`config.mk`:
```
export PLATFORM = sky130hd
export DESIGN_NAME = tmdd_cw_cell
export DESIGN_NICKNAME = d
export VERILOG_FILES = /design/src/rtl/tmdd_pkg.sv /design/src/rtl/tmdd_cw_cell.sv
export SDC_FILE = /design/constraint.sdc
export NUM_CORES = 1
export LEC_CHECK = 0
export BUFFER_PORTS_ARGS = -buffer_cell sky130_fd_sc_hd__buf_4
export CAP_MARGIN = 20
export CORE_ASPECT_RATIO = 0.7
export CORE_MARGIN = 2
export CORE_UTILIZATION = 40
export DETAILED_ROUTE_END_ITERATION = 8
export GPL_ROUTABILITY_DRIVEN = 0
export PLACE_DENSITY = 0.57
export SYNTH_ARGS = -nofsm -noshare
export SYNTH_HDL_FRONTEND = slang
export SYNTH_SLANG_ARGS = --single-unit
```
`constraint.sdc`:
```
create_clock -name i_clk -period 8.24 [get_ports i_clk]
set_input_delay 0.824 -clock i_clk [delete_from_list [all_inputs] [get_ports i_clk]]
set_output_delay 0.824 -clock i_clk [all_outputs]
set_load 0.02 [all_outputs]
```
`src/rtl/tmdd_pkg.sv`:
```
// ============================================================================
// tmdd_pkg
// Types and constants shared by the toroidal 2-D minimum-distance decoder.
// ============================================================================
`default_nettype none

package tmdd_pkg;

    localparam int COORD_BITS = 16;
    localparam int Q_W        = 14;
    localparam int ALPHA_W    = 13;
    localparam int BETA_W     = 12;
    localparam int T_W        = 14;
    localparam int C_W        = 15;
    localparam int D_W        = 18;
    localparam int A_W        = 16;
    localparam int DIST_W     = 33;
    localparam int BEST_W     = 28;
    localparam int IDX_W      = 4;
    localparam int ADDR_W     = 4;
    localparam int DATA_W     = 32;

    localparam logic [1:0] REG_MODULUS = 2'd0;
    localparam logic [1:0] REG_ALPHA   = 2'd1;
    localparam logic [1:0] REG_BETA    = 2'd2;
    localparam logic [1:0] REG_LARGE   = 2'd3;

    localparam logic [Q_W-1:0]     MODULUS_RST = 14'd1024;
    localparam logic [ALPHA_W-1:0] ALPHA_RST   = 13'd512;
    localparam logic [BETA_W-1:0]  BETA_RST    = 12'd0;

    typedef struct packed {
        logic signed [COORD_BITS-1:0] rx_x0;
        logic signed [COORD_BITS-1:0] rx_x1;
    } t_rx_beat;

    typedef struct packed {
        logic [IDX_W-1:0] best_index;
        logic             not_found;
    } t_dec_beat;

    typedef struct packed {
        logic [Q_W-1:0]     q;
        logic [ALPHA_W-1:0] alpha;
        logic [BETA_W-1:0]  beta;
        logic               large_cb;
    } t_cfg;

    typedef struct packed {
        logic [COORD_BITS-1:0] m0;
        logic [COORD_BITS-1:0] m1;
        logic                  n0;
        logic                  n1;
    } t_mod_beat;

    typedef struct packed {
        logic [T_W-1:0]    t0;
        logic [T_W-1:0]    t1;
        logic [BEST_W-1:0] best;
        logic [IDX_W-1:0]  idx;
        logic              found;
    } t_dist_beat;

endpackage

`default_nettype wire

```
`src/rtl/tmdd_cw_cell.sv`:
```
// ============================================================================
// tmdd_cw_cell
// One codeword of the search: torus distance to codeword INDEX over two
// stages, then keep it when strictly below the best so far (cells from index 4 up only with the large codebook).
// ============================================================================
`default_nettype none

module tmdd_cw_cell #(
    parameter int INDEX = 0
) (
    input  wire                  i_clk,
    input  wire                  i_rst_n,
    input  wire                  i_adv,
    input  tmdd_pkg::t_cfg       i_cfg,
    input  wire                  i_valid,
    input  tmdd_pkg::t_dist_beat i_beat,
    output logic                 o_valid,
    output tmdd_pkg::t_dist_beat o_beat
);
    localparam int D_W = tmdd_pkg::D_W;
    localparam int A_W = tmdd_pkg::A_W;
    localparam logic [tmdd_pkg::IDX_W-1:0] IDX = tmdd_pkg::IDX_W'(INDEX);

    logic [tmdd_pkg::C_W-1:0]  w_h;
    logic [tmdd_pkg::C_W-1:0]  w_a;
    logic [tmdd_pkg::C_W-1:0]  w_b;
    logic [tmdd_pkg::C_W-1:0]  w_bx;
    logic [tmdd_pkg::C_W-1:0]  w_by;
    logic [tmdd_pkg::C_W-1:0]  w_cx;
    logic [tmdd_pkg::C_W-1:0]  w_cy;
    logic [A_W-1:0]            n_ax;
    logic [A_W-1:0]            n_ay;
    logic                      w_active;
    logic [tmdd_pkg::DIST_W-1:0] w_d;
    tmdd_pkg::t_dist_beat      n_beat;

    logic                      r_valid_a;
    tmdd_pkg::t_dist_beat      r_beat_a;
    logic [A_W-1:0]            r_ax;
    logic [A_W-1:0]            r_ay;
    logic                      r_valid_b;
    tmdd_pkg::t_dist_beat      r_beat_b;

    function automatic logic [A_W-1:0] axis_min(
        input logic [tmdd_pkg::T_W-1:0] t,
        input logic [tmdd_pkg::Q_W-1:0] q,
        input logic [tmdd_pkg::C_W-1:0] c
    );
        logic signed [D_W-1:0] d0;
        logic signed [D_W-1:0] dm;
        logic signed [D_W-1:0] dp;
        logic [A_W-1:0]        a0;
        logic [A_W-1:0]        am;
        logic [A_W-1:0]        ap;
        logic [A_W-1:0]        m;
        d0 = $signed({4'b0, t}) - $signed({3'b0, c});
        dm = d0 - $signed({4'b0, q});
        dp = d0 + $signed({4'b0, q});
        a0 = d0[D_W-1] ? A_W'(-d0) : A_W'(d0);
        am = dm[D_W-1] ? A_W'(-dm) : A_W'(dm);
        ap = dp[D_W-1] ? A_W'(-dp) : A_W'(dp);
        m  = (am < a0) ? am : a0;
        m  = (ap < m) ? ap : m;
        return m;
    endfunction

    always_comb begin
        w_h = {2'b0, i_cfg.q[tmdd_pkg::Q_W-1:1]};
        w_a = {2'b0, i_cfg.alpha};
        w_b = {3'b0, i_cfg.beta};
        unique case (INDEX % 4)
            0: begin
                w_bx = '0;
                w_by = '0;
            end
            1: begin
                w_bx = w_b;
                w_by = w_a;
            end
            2: begin
                w_bx = w_a;
                w_by = w_b;
            end
            default: begin
                w_bx = w_a + w_b;
                w_by = w_a + w_b;
            end
        endcase
        w_cx = w_bx + ((((INDEX / 4) % 2) == 1) ? w_h : '0);
        w_cy = w_by + ((((INDEX / 8) % 2) == 1) ? w_h : '0);
        n_ax = axis_min(i_beat.t0, i_cfg.q, w_cx);
        n_ay = axis_min(i_beat.t1, i_cfg.q, w_cy);
    end

    always_comb begin
        w_active = (INDEX < 4) || i_cfg.large_cb;
        w_d      = {17'b0, r_ax} * {17'b0, r_ax} + {17'b0, r_ay} * {17'b0, r_ay};
        n_beat   = r_beat_a;
        if (w_active && (w_d < tmdd_pkg::DIST_W'(r_beat_a.best))) begin
            n_beat.best  = tmdd_pkg::BEST_W'(w_d);
            n_beat.idx   = IDX;
            n_beat.found = 1'b1;
        end
    end

    always_ff @(posedge i_clk) begin
        if (!i_rst_n) begin
            r_valid_a <= 1'b0;
            r_valid_b <= 1'b0;
        end else if (i_adv) begin
            r_valid_a <= i_valid;
            r_valid_b <= r_valid_a;
        end
    end

    always_ff @(posedge i_clk) begin
        if (i_adv) begin
            r_beat_a <= i_beat;
            r_ax     <= n_ax;
            r_ay     <= n_ay;
            r_beat_b <= n_beat;
        end
    end

    assign o_valid = r_valid_b;
    assign o_beat  = r_beat_b;

endmodule

`default_nettype wire

```
==> metrics.md <==
| Metric | Value |
|---|---|
| Status | `finished with violations` |
| Violated checks | `negative setup slack` |
| Final slew viol count | `0` |
| Final setup margin | `-0.8005 ns` |
| Die W | `309.3 um` |
| Bufs on Longest Clock Path | `2` |
| Row count | `78` |
| Area growth, synth to finish | `23.74%` |
| Fraction of registers with async set/reset | `0` |
| Post-Syn Area | `0.02609 sq mm` |
| Largest net degree at the start of global routing | `60` |
| Initial Utilization | `0.4039` |
| Layout cells sized above 1 | `0.2266` |
| Number of max-cap violations | `0` |
| Actual slew at the worst max-slew pin | `0.8011 ns` |
| Seq/Total Area, Yosys | `0.1788` |
| Worst min-delay path category | `reg -> reg` |
| Design Area, Final | `0.03229 sq mm` |
| Register area | `0.004664 sq mm` |
| Most common cell on crit path | `fa_1` |
| Vias in the first global route | `21.25k` |
| Finished Layout Cells | `4007` |
| Largest family of logic cells by synthesized area | `adder cells` |
| Crit path time final | `9.040 ns` |
| Multi-input combinational cell area | `0.01930 sq mm` |
| Compound-Gate Fraction of Synth Area | `0.08056` |
| PortBufs | `140` |
| Placed Cells | `3914` |
| Die area | `0.06732 sq mm` |
| Hold buffer count at cts | `0` |
| Die height | `217.7 um` |
| Final Skew | `0.02029 ns` |
| Crit path DAT | `9.25 ns` |
| Synth Area in XOR/XNOR | `0.03659` |
| Total Nets Final | `3943` |
| Crit-path leading delay family | `adder cells` |
| Num CTS Buffers | `17` |
| DRT Pass-1 Iters | `6` |
| First-pass GRT wire length | `118.1 mm` |
| # fillers | `6041` |
| Crit path launch type | `register` |
| CP Max Fanout | `8` |
| Tcrit/Tclk final | `1.097` |
| Core area | `0.06461 sq mm` |
| WL final | `73.18 mm` |
| Max Clk Rate | `0.1106 GHz` |
| TritonCTS clock tree | `yes` |
| Cell Area, Placed | `0.03038 sq mm` |
| Overflow after GRT | `0` |
| Post-synth cell types | `76` |
| DRC Markers | `0` |
| CTS H-Tree Depth | `4` |
| Cells after Synth | `2668` |
| Worst path max stage delay | `0.61 ns` |
| Drt wl/cell | `18.26 um` |
| Overall fraction of global-route tracks in use | `0.2274` |
| CTS Sinks | `156` |
| Main flop type after synthesis | `edfxtp_1` |
| Worst skew pair latency | `0.47 ns` |
| Initial antenna violation count | `4` |
| CTS clk-pin slew, worst paths | `0.09 ns` |
| CP max stage cell | `fa_2` |
| EDFF count, synth | `154` |
| Routed Antenna Nets | `0` |
| Via count | `19.84k` |
| 1st-iter DRT viols | `1337` |
| Post-Synth Simple-Gate Area | `0.1057` |
| I/O pin count | `167` |
| Synthesized flop and latch total | `156` |
| Slew margin rel. | `0.4592` |
| RSZ-0062 raised after global routing | `yes` |
| Vias per cell | `4.951` |
| Critical path type | `reg -> reg` |
| Post-Syn Area per Cell | `9.780 sq um` |
| # setup viols final | `33` |
| Reg2Reg Setup Slack | `-0.80 ns` |
| Worst path bufs/invs | `8` |
| Crit. End Element | `register` |
| WP data required | `8.44 ns` |
| Yosys warning count | `0` |
| DP Wirelength | `62.19 mm` |
| Clock root buffer | `clkbuf_16` |
| Mux contribution to synthesized area | `0.02939` |
| Final hold violations | `0` |
| Adder-Cell Fraction of Synth Area | `0.4606` |
synth_stat cells, types with 6 or more instances:
cell / number / area, sq um
a211oi_1: 10 / 75.07
a21o_1: 30 / 225.2
a21oi_1: 101 / 505.5
a31oi_1: 16 / 100.1
and2_1: 124 / 775.7
and3_1: 8 / 50.05
buf_2: 7 / 35.03
clkbuf_1: 58 / 217.7
edfxtp_1: 154 / 4624
fa_1: 391 / 7828
ha_1: 335 / 4192
inv_1: 667 / 2504
mux2_4: 24 / 360.4
mux2i_1: 35 / 350.3
nand2_1: 164 / 615.6
nand2b_1: 12 / 75.07
nand3_1: 20 / 100.1
nand4_1: 23 / 143.9
nor2_1: 102 / 382.9
nor2b_1: 28 / 175.2
nor3_1: 33 / 165.2
o211ai_1: 17 / 127.6
o21a_1: 20 / 150.1
o21ai_0: 55 / 275.3
o21bai_1: 11 / 82.58
o31ai_1: 8 / 60.06
or2_2: 6 / 37.54
or3_1: 8 / 50.05
xnor2_1: 87 / 762.0
xor2_1: 22 / 192.7
state kept, by name, summed over array words and instances, names as in the netlist:
name and cells:
n_beat 28, o_valid 1, r_ay 16, r_ax 16, o_beat 61, r_valid_a 1, r_beat_a 33
layer usage:
layer / track usage / vias to the layer above / wire length (um)
met5: 0 / - / 0
met4: 0.03835 / 0 / 750
met3: 0.03353 / 58 / 4055
met2: 0.3505 / 496 / 32950
met1: 0.3421 / 9944 / 35420
li1: - / 9342 / -
path summary, 6_finish.rpt:
check,cells after the start,start,end
worst max register to register,32,r_ay[1],o_beat[32]
worst max-delay path,32,r_ay[1],o_beat[32]
worst min register to register,0,n_beat[36],o_beat[36]
worst min-delay path,0,n_beat[36],o_beat[36]
worst reg2reg max path, delay by kind of cell (launching register included):
kind	cells	cell delay, ns
AOI/OAI and AO/OA	7	1.47
xor gates and xnor gates	1	0.07
adders and majority gates	10	4.76
buffers and inverters	8	1.03
DFF	1	0.53
muxes	1	0.31
and+or+nand+nor	5	0.62
per-stage QoR:
step / setup WS, ns / utilization / hold WS, ns / TNS, ns
global route: -1.018 / 0.4997 / 0.4260 / -32.48
floorplan: -0.2153 / - / 0.4003 / -5.387
detailed placement: -1.153 / 0.4703 / 0.4045 / -36.19
global placement: -0.9755 / 0.4703 / 0.4015 / -31.23
CTS: -0.7902 / 0.4940 / 0.4113 / -25.11
finish: -0.8005 / 0.4997 / 0.4118 / -25.13
cells by family (layout without fill, tap and decap cells):
logic type,Yosys count,in the layout
AO/OA/AOI/OAI,321,321
XOR/XNOR,109,109
adder cells (fa/ha/maj),726,726
buffers and inverters,742,1197
flip-flops,156,156
multiplexers,64,64
other,2,6
AND/OR/NAND/NOR,548,548
layout by cell type, fill, tap and decap left out, types with 13 or more instances in the layout:
| cell type | synthesis | routed |
|---|---|---|
| a21o_1 | 30 | 30 |
| a21oi_1 | 101 | 93 |
| a31oi_1 | 16 | 13 |
| and2_1 | 124 | 111 |
| and2_4 | 0 | 13 |
| buf_4 | 3 | 453 |
| buf_6 | 2 | 25 |
| clkbuf_16 | 0 | 17 |
| edfxtp_1 | 154 | 154 |
| fa_1 | 391 | 376 |
| fa_2 | 0 | 15 |
| ha_1 | 335 | 313 |
| ha_4 | 0 | 16 |
| inv_1 | 667 | 642 |
| inv_2 | 0 | 22 |
| mux2_4 | 24 | 27 |
| mux2i_1 | 35 | 34 |
| nand2_1 | 164 | 155 |
| nand3_1 | 20 | 17 |
| nand4_1 | 23 | 23 |
| nor2_1 | 102 | 95 |
| nor2b_1 | 28 | 28 |
| nor3_1 | 33 | 33 |
| o211ai_1 | 17 | 17 |
| o21a_1 | 20 | 20 |
| o21ai_0 | 55 | 48 |
| xnor2_1 | 87 | 81 |
| xor2_1 | 22 | 19 |
timing repair:
item / 4_1_cts / 5_1_grt
hold endpoints to repair: 0 / 0
setup endpoints to repair: 33 / 34
gates resized for setup: 128 / 52
setup buffers: 40 / 18
pin swaps: 97 / 69
cloned: 3 / 0
layout make-up:
cell class                 instances  share of cell area
antenna                            2           0.0001550
clock inverter                    15            0.006510
inverter                         668             0.07801
clock buffer                      17             0.01318
tap                              880             0.03410
sequential                       156              0.1445
multi-input combinational       1772              0.5977
timing repair buffer             497              0.1259
Power is not shown: default switching activity piles up to over one toggle a cycle in this logic, so the estimate is an artifact.
