<file path="src/rtl/tmdd_pkg.sv">
// ============================================================================
// tmdd_pkg
// Types and constants shared by the toroidal 2-D minimum-distance decoder.
// ============================================================================
`default_nettype none

package tmdd_pkg;

    localparam int COORD_BITS = 16;
    localparam int Q_W        = 14;
    localparam int ALPHA_W    = 13;
    localparam int BETA_W     = 12;
    localparam int T_W        = 14;
    localparam int C_W        = 15;
    localparam int D_W        = 18;
    localparam int A_W        = 16;
    localparam int DIST_W     = 33;
    localparam int BEST_W     = 28;
    localparam int IDX_W      = 4;
    localparam int ADDR_W     = 4;
    localparam int DATA_W     = 32;

    localparam logic [1:0] REG_MODULUS = 2'd0;
    localparam logic [1:0] REG_ALPHA   = 2'd1;
    localparam logic [1:0] REG_BETA    = 2'd2;
    localparam logic [1:0] REG_LARGE   = 2'd3;

    localparam logic [Q_W-1:0]     MODULUS_RST = 14'd1024;
    localparam logic [ALPHA_W-1:0] ALPHA_RST   = 13'd512;
    localparam logic [BETA_W-1:0]  BETA_RST    = 12'd0;

    typedef struct packed {
        logic signed [COORD_BITS-1:0] rx_x0;
        logic signed [COORD_BITS-1:0] rx_x1;
    } t_rx_beat;

    typedef struct packed {
        logic [IDX_W-1:0] best_index;
        logic             not_found;
    } t_dec_beat;

    typedef struct packed {
        logic [Q_W-1:0]     q;
        logic [ALPHA_W-1:0] alpha;
        logic [BETA_W-1:0]  beta;
        logic               large_cb;
    } t_cfg;

    typedef struct packed {
        logic [COORD_BITS-1:0] m0;
        logic [COORD_BITS-1:0] m1;
        logic                  n0;
        logic                  n1;
    } t_mod_beat;

    typedef struct packed {
        logic [T_W-1:0]    t0;
        logic [T_W-1:0]    t1;
        logic [BEST_W-1:0] best;
        logic [IDX_W-1:0]  idx;
        logic              found;
    } t_dist_beat;

endpackage

`default_nettype wire

</file>
<file path="src/rtl/tmdd_mod_cell.sv">
// ============================================================================
// tmdd_mod_cell
// One restoring step of the mod-q reduction: subtract q shifted left by SHIFT
// from both magnitudes where it fits.
// ============================================================================
`default_nettype none

module tmdd_mod_cell #(
    parameter int SHIFT = 0
) (
    input  wire                        i_clk,
    input  wire                        i_rst_n,
    input  wire                        i_adv,
    input  wire [tmdd_pkg::Q_W-1:0]    i_q,
    input  wire                        i_valid,
    input  tmdd_pkg::t_mod_beat        i_beat,
    output logic                       o_valid,
    output tmdd_pkg::t_mod_beat        o_beat
);
    localparam int W = tmdd_pkg::COORD_BITS + tmdd_pkg::Q_W;

    logic [W-1:0]         w_qs;
    logic [W-1:0]         w_e0;
    logic [W-1:0]         w_e1;
    tmdd_pkg::t_mod_beat  n_beat;
    logic                 r_valid;
    tmdd_pkg::t_mod_beat  r_beat;

    always_comb begin
        w_qs   = {{tmdd_pkg::COORD_BITS{1'b0}}, i_q} << SHIFT;
        w_e0   = {{tmdd_pkg::Q_W{1'b0}}, i_beat.m0};
        w_e1   = {{tmdd_pkg::Q_W{1'b0}}, i_beat.m1};
        n_beat = i_beat;
        if (w_e0 >= w_qs) begin
            n_beat.m0 = w_e0[tmdd_pkg::COORD_BITS-1:0] - w_qs[tmdd_pkg::COORD_BITS-1:0];
        end
        if (w_e1 >= w_qs) begin
            n_beat.m1 = w_e1[tmdd_pkg::COORD_BITS-1:0] - w_qs[tmdd_pkg::COORD_BITS-1:0];
        end
    end

    always_ff @(posedge i_clk) begin
        if (!i_rst_n) begin
            r_valid <= 1'b0;
        end else if (i_adv) begin
            r_valid <= i_valid;
        end
    end

    always_ff @(posedge i_clk) begin
        if (i_adv) begin
            r_beat <= n_beat;
        end
    end

    assign o_valid = r_valid;
    assign o_beat  = r_beat;

endmodule

`default_nettype wire

</file>
<file path="config.mk">
export PLATFORM = sky130hd
export DESIGN_NAME = tmdd_mod_cell
export DESIGN_NICKNAME = d
export VERILOG_FILES = /design/src/rtl/tmdd_pkg.sv /design/src/rtl/tmdd_mod_cell.sv
export SDC_FILE = /design/constraint.sdc
export NUM_CORES = 1
export LEC_CHECK = 0
export BUFFER_PORTS_ARGS = -buffer_cell sky130_fd_sc_hd__buf_2
export CAP_MARGIN = 20
export CELL_PAD_IN_SITES_DETAIL_PLACEMENT = 0
export CELL_PAD_IN_SITES_GLOBAL_PLACEMENT = 1
export CORE_MARGIN = 2
export CORE_UTILIZATION = 40
export CTS_CLUSTER_DIAMETER = 50
export DETAILED_ROUTE_END_ITERATION = 7
export PLACE_DENSITY = 0.87
export SLEW_MARGIN = 10
export SYNTH_ARGS = -nofsm -noshare
export SYNTH_HDL_FRONTEND = slang
export SYNTH_SLANG_ARGS = --single-unit
</file>
<file path="constraint.sdc">
create_clock -name i_clk -period 3.25 [get_ports i_clk]
set_input_delay 0.1625 -clock i_clk [delete_from_list [all_inputs] [get_ports i_clk]]
set_output_delay 0.1625 -clock i_clk [all_outputs]
set_load 0.05 [all_outputs]
</file>
==> impl_metrics.env, run 1 <==
export IMPL_yosys_warnings=0
export IMPL_die_area_um2=8478
export IMPL_synth_edff_count=34
export IMPL_wl_per_cell_um=14.85
export IMPL_seq_area_frac_synth_pct=33.55
export IMPL_drt_initial_drc_count=156
export IMPL_ys_seq_elements=35
export IMPL_dieWidth_um=92.08
export IMPL_place_congestion=0.9112
export IMPL_drt_pass1_iter_count=5
export IMPL_synth_avg_cell_area_um2=9.697
export IMPL_io_buffers=86
export IMPL_p_sw_share_pct=39.75
export IMPL_diodes=0
export IMPL_floorplan_initialDensity_pct=40.79
export IMPL_nFillCells=734
export IMPL_cts_tree="done"
export IMPL_critPathMaxFanout=15
export IMPL_relSlewSlack_pct=45.05
export IMPL_end_kind="flip-flop"
export IMPL_root_buffer="clkbuf_8"
export IMPL_regToRegStartpoint="o_valid$_SDFFE_PN0P_"
export IMPL_regArea_um2=1041
export IMPL_most_common_layout_cells="buf_2 (86), edfxtp_1 (34), nor2_1 (29)"
export IMPL_outcome="finished clean"
export IMPL_vias=2720
export IMPL_clkTransAtPathRegs_ns=0.08
export IMPL_drc=0
export IMPL_report_final_slew_viol_count=0
export IMPL_synthFlopType="edfxtp_1"
export IMPL_ys_types=63
export IMPL_routed_wl_mm=7.529
export IMPL_power_density_nw_per_um2=464.3
export IMPL_crit_path_top_delay_cell="mux2_2"
export IMPL_p_seq_share_pct=34.7
export IMPL_grt_max_degree=36
export IMPL_ir_worst_vdd_mv=0.2497
export IMPL_post_cts_setup_buffers=0
export IMPL_cts_sinks=35
export IMPL_cap_violations=0
export IMPL_grt_pass1_vias=2550
export IMPL_tns_ns=0
export IMPL_critPathMaxStageDelay_ns=0.37
export IMPL_fin_crit_sh_pct=71.55
export IMPL_postRouteAntennaNets=0
export IMPL_dp_cells=499
export IMPL_fin_skew_ns=0
export IMPL_path_class="in -> reg"
export IMPL_die_h_um=92.08
export IMPL_reg2reg_depth=2
export IMPL_io_pins=87
export IMPL_endpoint="o_beat[5]$_DFFE_PP_"
export IMPL_startpoint="i_beat[2]"
export IMPL_syn_inst=320
export IMPL_fin_ws_ns=0.9247
export IMPL_crit_arrival_ns=2.37
export IMPL_leakagePower_nw=1.668
export IMPL_pwr_share_clk_pct=21.1
export IMPL_rrSetupSlack_ns=2.66
export IMPL_core_area_um2=7607
export IMPL_syn_num_nets=402
export IMPL_switchingPower_w=0.0006841
export IMPL_async_reset_ff_share_pct=0
export IMPL_multiInputGateArea_um2=1907
export IMPL_min_period_ns=2.325
export IMPL_holdWs_ns=0.04908
export IMPL_pre_cts_slack_ns=0.6038
export IMPL_grt_pass1_wl_mm=12.05
export IMPL_crit_family="compound AO/OA/AOI/OAI gates"
export IMPL_grt_remaining_overflow=0
export IMPL_cts_resized=0
export IMPL_final_common_cell="buf_2"
export IMPL_post_route_util_pct=48.73
export IMPL_comb_power_share_pct=44.2
export IMPL_stdcell_count=507
export IMPL_grt_usage_pct=17.75
export IMPL_crit_buf_inv=2
export IMPL_p_int_w=0.001037
export IMPL_ctsHoldBuffers=0
export IMPL_area_delta_synth_final_pct=19.48
export IMPL_ctsLongestPathBuffers=2
export IMPL_hold_path_class="in -> reg"
export IMPL_syn_area_um2=3103
export IMPL_viasPerCell=5.365
export IMPL_dp_hpwl_mm=5.814
export IMPL_drive_above_1_share_pct=29.63
export IMPL_antenna_found_initial=0
export IMPL_hold_viol=0
export IMPL_rows=32
export IMPL_startpoint_type="primary input"
export IMPL_worstMarginPinSlew_ns=0.8243
export IMPL_r2r_end="o_valid$_SDFFE_PN0P_"
export IMPL_fmax_mhz=430.1
export IMPL_worstPathCellList="buf_2 > inv_1 > ha_1 > fa_1 > nor2b_4 > o31a_4 > o31ai_4 > a311o_2 > o211a_4 > mux2_2"
export IMPL_cp_required_ns=3.30
export IMPL_setup_violations=0
export IMPL_fin_nets=486
export IMPL_path_depth=10
export IMPL_worst_skew_pair_late_latency_ns=0.28
export IMPL_rsz0062_at_grt="false"
export IMPL_cts_made_buffers=5
export IMPL_htreeDepth=2
Yosys cell counts (7+ instances only):
cell / instances / area share, %
nand3_1: 9 / 1.5
mux2_2: 7 / 2.5
edfxtp_1: 34 / 33
a21oi_1: 27 / 4.4
ha_1: 28 / 11
inv_1: 25 / 3.0
and3_1: 8 / 1.6
xor2_1: 9 / 2.5
nor2_1: 29 / 3.5
xnor2_1: 8 / 2.3
mux2_4: 7 / 3.4
a21o_1: 9 / 2.2
o21ai_0: 15 / 2.4
nand2_1: 14 / 1.7
worst register-to-register path, stage by stage, from the launching register on:
cell	delay [ns]
dfxtp_1	0.31
mux2i_1	0.11
nor2b_1	0.06
worst min-delay path by stage:
stage               startpoint                   to  slack, ns  cells after the start
floorplan            i_beat[0]  o_beat[0]$_DFFE_PP_       0.26                      0
global placement     i_beat[1]  o_beat[1]$_DFFE_PP_       0.34                      1
detailed placement   i_beat[1]  o_beat[1]$_DFFE_PP_       0.34                      1
CTS                  i_beat[1]  o_beat[1]$_DFFE_PP_       0.04                      1
global route         i_beat[1]  o_beat[1]$_DFFE_PP_       0.04                      1
finish               i_beat[1]  o_beat[1]$_DFFE_PP_       0.05                      1
metrics by stage:
| stage | total power (W) | area [µm²] |
|---|---|---|
| finish | 0.001721 | 3707 |
| global route | 0.001813 | 3707 |
| CTS | 0.001734 | 3707 |
| detailed placement | 0.001365 | 3607 |
| global placement | 0.001359 | 3607 |
| floorplan | 0.001195 | 3103 |
kinds of logic after synthesis:
group | after synthesis | synth area share, %
compound gates | 99 | 23.11
xor+xnor | 17 | 4.799
fa+ha+maj | 30 | 12.58
buf+inv | 35 | 5.000
flops | 35 | 33.55
mux | 17 | 6.895
simple gates | 87 | 14.07
registers in the layout, indices dropped and copies added, names as in the netlist:
signal   flops
o_beat      34
o_valid      1
layer usage:
| layer | global-route usage, % | up-vias | share of wire, % |
|---|---|---|---|
| li1 | - | 1369 | - |
| met5 | 0 | - | 0 |
| met4 | 4.478 | 0 | 1.4 |
| met3 | 4.355 | 6 | 7.3 |
| met2 | 28.31 | 98 | 44 |
| met1 | 24.19 | 1247 | 47 |
power groups by stage:
stage,Combinational (W),Sequential [W],Clock (W)
global route,0.000820,0.000604,0.000389
CTS,0.000761,0.000599,0.000375
floorplan,0.000350,0.000844,0
detailed placement,0.000757,0.000608,0
finish,0.000760,0.000597,0.000364
global placement,0.000751,0.000608,0
area by class of cell:
class,instances,area share [%]
Multi-Input combinational cell,250,51.43
Sequential cell,35,28.08
Timing Repair Buffer,87,11.81
Clock buffer,8,2.700
Tap cell,102,3.442
Inverter,25,2.531
(Power assumes the default switching activity.)
==> run 2: changes to the inputs <==
- ABC_AREA: not set -> 1
- CORE_UTILIZATION: 40 -> 38
- PLACE_DENSITY: 0.87 -> 0.88
- clock period: 3.25 -> 2.38 ns (I/O delays scaled with it)
==> impl_metrics.env, run 2 <==
export IMPL_synth_commonest_cells="nand2_1 (234), inv_1 (107), edfxtp_1 (34), nand3_1 (30), nor2_1 (30)"
export IMPL_largest_reg_flops=34
export IMPL_synth_avg_cell_area_um2=6.505
export IMPL_drt_initial_drc_count=159
export IMPL_worst_skew_pair_late_latency_ns=0.29
export IMPL_fmax_mhz=577.8
export IMPL_htreeDepth=2
export IMPL_cts_resized=0
export IMPL_synthFlopType="edfxtp_1"
export IMPL_clkTransAtPathRegs_ns=0.08
export IMPL_netlist_area_leader_share_pct=28.96
export IMPL_antenna_found_initial=0
export IMPL_seq_area_frac_synth_pct=29.52
export IMPL_drc=0
export IMPL_die_h_um=100.3
export IMPL_io_pins=87
export IMPL_relSlewSlack_pct=43.61
export IMPL_cpMostUsedCell="nand2_1"
export IMPL_cts_tree="done"
export IMPL_wl_per_cell_um=12.47
export IMPL_fin_nets=715
export IMPL_yosysTopAreaCell="edfxtp_1"
export IMPL_drive_above_1_share_pct=18.61
export IMPL_vias=3434
export IMPL_stdcell_count=745
export IMPL_end_kind="flip-flop"
export IMPL_cap_violations=0
export IMPL_area_delta_synth_final_pct=19.30
export IMPL_grt_pass1_wl_mm=14.95
export IMPL_critPathMaxStageDelay_ns=0.37
export IMPL_power_density_nw_per_um2=608.2
export IMPL_startpoint_type="primary input"
export IMPL_hold_viol=0
export IMPL_outcome="finished clean"
export IMPL_report_final_slew_viol_count=0
export IMPL_io_buffers=86
export IMPL_setup_violations=0
export IMPL_fin_skew_ns=0
export IMPL_dieWidth_um=100.3
export IMPL_grt_pass1_vias=3161
export IMPL_async_reset_ff_share_pct=0
export IMPL_worstMarginPinSlew_ns=0.8458
export IMPL_most_common_layout_cells="nand2_1 (234), inv_1 (107), buf_2 (86)"
export IMPL_rsz0062_at_grt="false"
export IMPL_crit_arrival_ns=1.79
export IMPL_synth_most_common_cell="nand2_1"
export IMPL_diodes=0
export IMPL_cts_sinks=35
export IMPL_dp_cells=735
export IMPL_die_area_um2=10070
export IMPL_crit_path_top_delay_cell="fa_1"
export IMPL_tns_ns=0
export IMPL_rows=35
export IMPL_syn_num_nets=624
export IMPL_ys_seq_elements=35
export IMPL_cp_required_ns=2.44
export IMPL_viasPerCell=4.609
export IMPL_dp_hpwl_mm=7.559
export IMPL_routed_wl_mm=9.293
export IMPL_holdWs_ns=0.04803
export IMPL_ir_worst_vdd_mv=0.2443
export IMPL_syn_area_um2=3526
export IMPL_path_class="in -> reg"
export IMPL_final_common_cell="nand2_1"
export IMPL_postRouteAntennaNets=0
export IMPL_ys_types=24
export IMPL_cts_made_buffers=5
export IMPL_worstPathCellList="buf_2 > ha_1 > fa_1 > inv_1 > nand2_1 > nand2_1 > nand3_2 > nand3_2 > nand2_2 > nand2_4 > inv_4 > nand2_1 > nand2_1"
export IMPL_drt_pass1_iter_count=5
export IMPL_leakagePower_nw=2.418
export IMPL_grt_remaining_overflow=0
export IMPL_synth_edff_count=34
export IMPL_min_period_ns=1.731
export IMPL_floorplan_initialDensity_pct=38.71
export IMPL_grt_usage_pct=18.67
export IMPL_core_area_um2=9109
export IMPL_grt_max_degree=37
export IMPL_pre_cts_slack_ns=0.3317
export IMPL_root_buffer="clkbuf_8"
export IMPL_yosys_warnings=0
export IMPL_fin_crit_sh_pct=72.72
export IMPL_critPathMaxFanout=17
export IMPL_place_congestion=0.8660
export IMPL_hold_path_class="in -> reg"
export IMPL_ctsLongestPathBuffers=2
export IMPL_syn_inst=542
export IMPL_post_cts_setup_buffers=0
export IMPL_synth_area_top_cells="edfxtp_1 (29%), nand2_1 (25%), inv_1 (11%)"
export IMPL_fin_ws_ns=0.6492
-- run 2: cell count changes after synthesis, sizes merged, moves of 12 or more --
cell,before,now
inv,25,109
mux2,14,0
nand3,9,34
o21ai,17,5
a21oi,28,15
nand2,14,240
-- run 2: cell families (layout without fill, tap and decap cells) --
family | Yosys count | count (layout) | synth area share (%)
AND/OR/NAND/NOR | 332 | 332 | 39.92
flip-flops | 35 | 35 | 29.52
buffers and inverters | 113 | 205 | 13.02
AO/OA/AOI/OAI | 20 | 20 | 3.477
adder cells (fa/ha/maj) | 30 | 30 | 11.07
XOR/XNOR | 12 | 12 | 2.981
-- run 2: routing by layer --
metal  vias up  GRT usage (%)  share of wire (%)
li1       1838              -                  -
met5         -              0                  0
met2       105          30.51                 43
met4         0          4.004               0.86
met3         6          3.064                5.9
met1      1485          26.06                 50
-- run 2: worst paths after layout --
check                            start                   end  slack (ns)  cells past startpoint
setup / recovery                i_q[0]  o_beat[20]$_DFFE_PP_        0.65                     13
hold / removal                 i_valid  o_valid$_SDFFE_PN0P_        0.05                      3
setup reg to reg  o_valid$_SDFFE_PN0P_  o_valid$_SDFFE_PN0P_        1.72                      2
hold reg to reg   o_valid$_SDFFE_PN0P_  o_valid$_SDFFE_PN0P_        0.54                      2
-- run 2: repair_timing --
item | 4_1_cts | 5_1_grt
hold endpoints to repair | 2 | 0
hold buffers | 2 | 0
endpoints found under the setup margin | 0 | 0
-- run 2: worst max-delay path: cells and delay by family --
kind                     cells  cell delay, ns
AND/OR/NAND/NOR              8            0.71
adder cells (fa/ha/maj)      2            0.59
buffers and inverters        3            0.37
-- run 2: through the flow --
step                total power (W)  utilization, %  cell area, µm²
CTS                        0.002571           46.18            4207
finish                     0.002558           46.18            4207
detailed placement         0.001892           44.46            4050
global route               0.002703           46.18            4207
global placement           0.001882           44.46            4050
floorplan                  0.001635               -            3526
-- run 2: layout make-up --
class / count / area (µm²)
Fill cell: 1004 / 4902
Multi-Input combinational cell: 394 / 2026
Sequential cell: 35 / 1041
Timing Repair Buffer: 88 / 450.4
Inverter: 109 / 414.1
Tap cell: 111 / 138.9
Clock buffer: 5 / 68.82
Clock inverter: 3 / 67.56
-- run 2: where the power goes --
| group | switching (W) | total [W] | internal, W | leakage, nW |
|---|---|---|---|---|
| registers | 0.0000224 | 0.000816 | 0.000794 | 0.341 |
| logic | 0.000761 | 0.00107 | 0.000305 | 2.01 |
| clock network | 0.000258 | 0.000676 | 0.000418 | 0.0644 |
| total | 0.00104 | 0.00256 | 0.00152 | 2.42 |
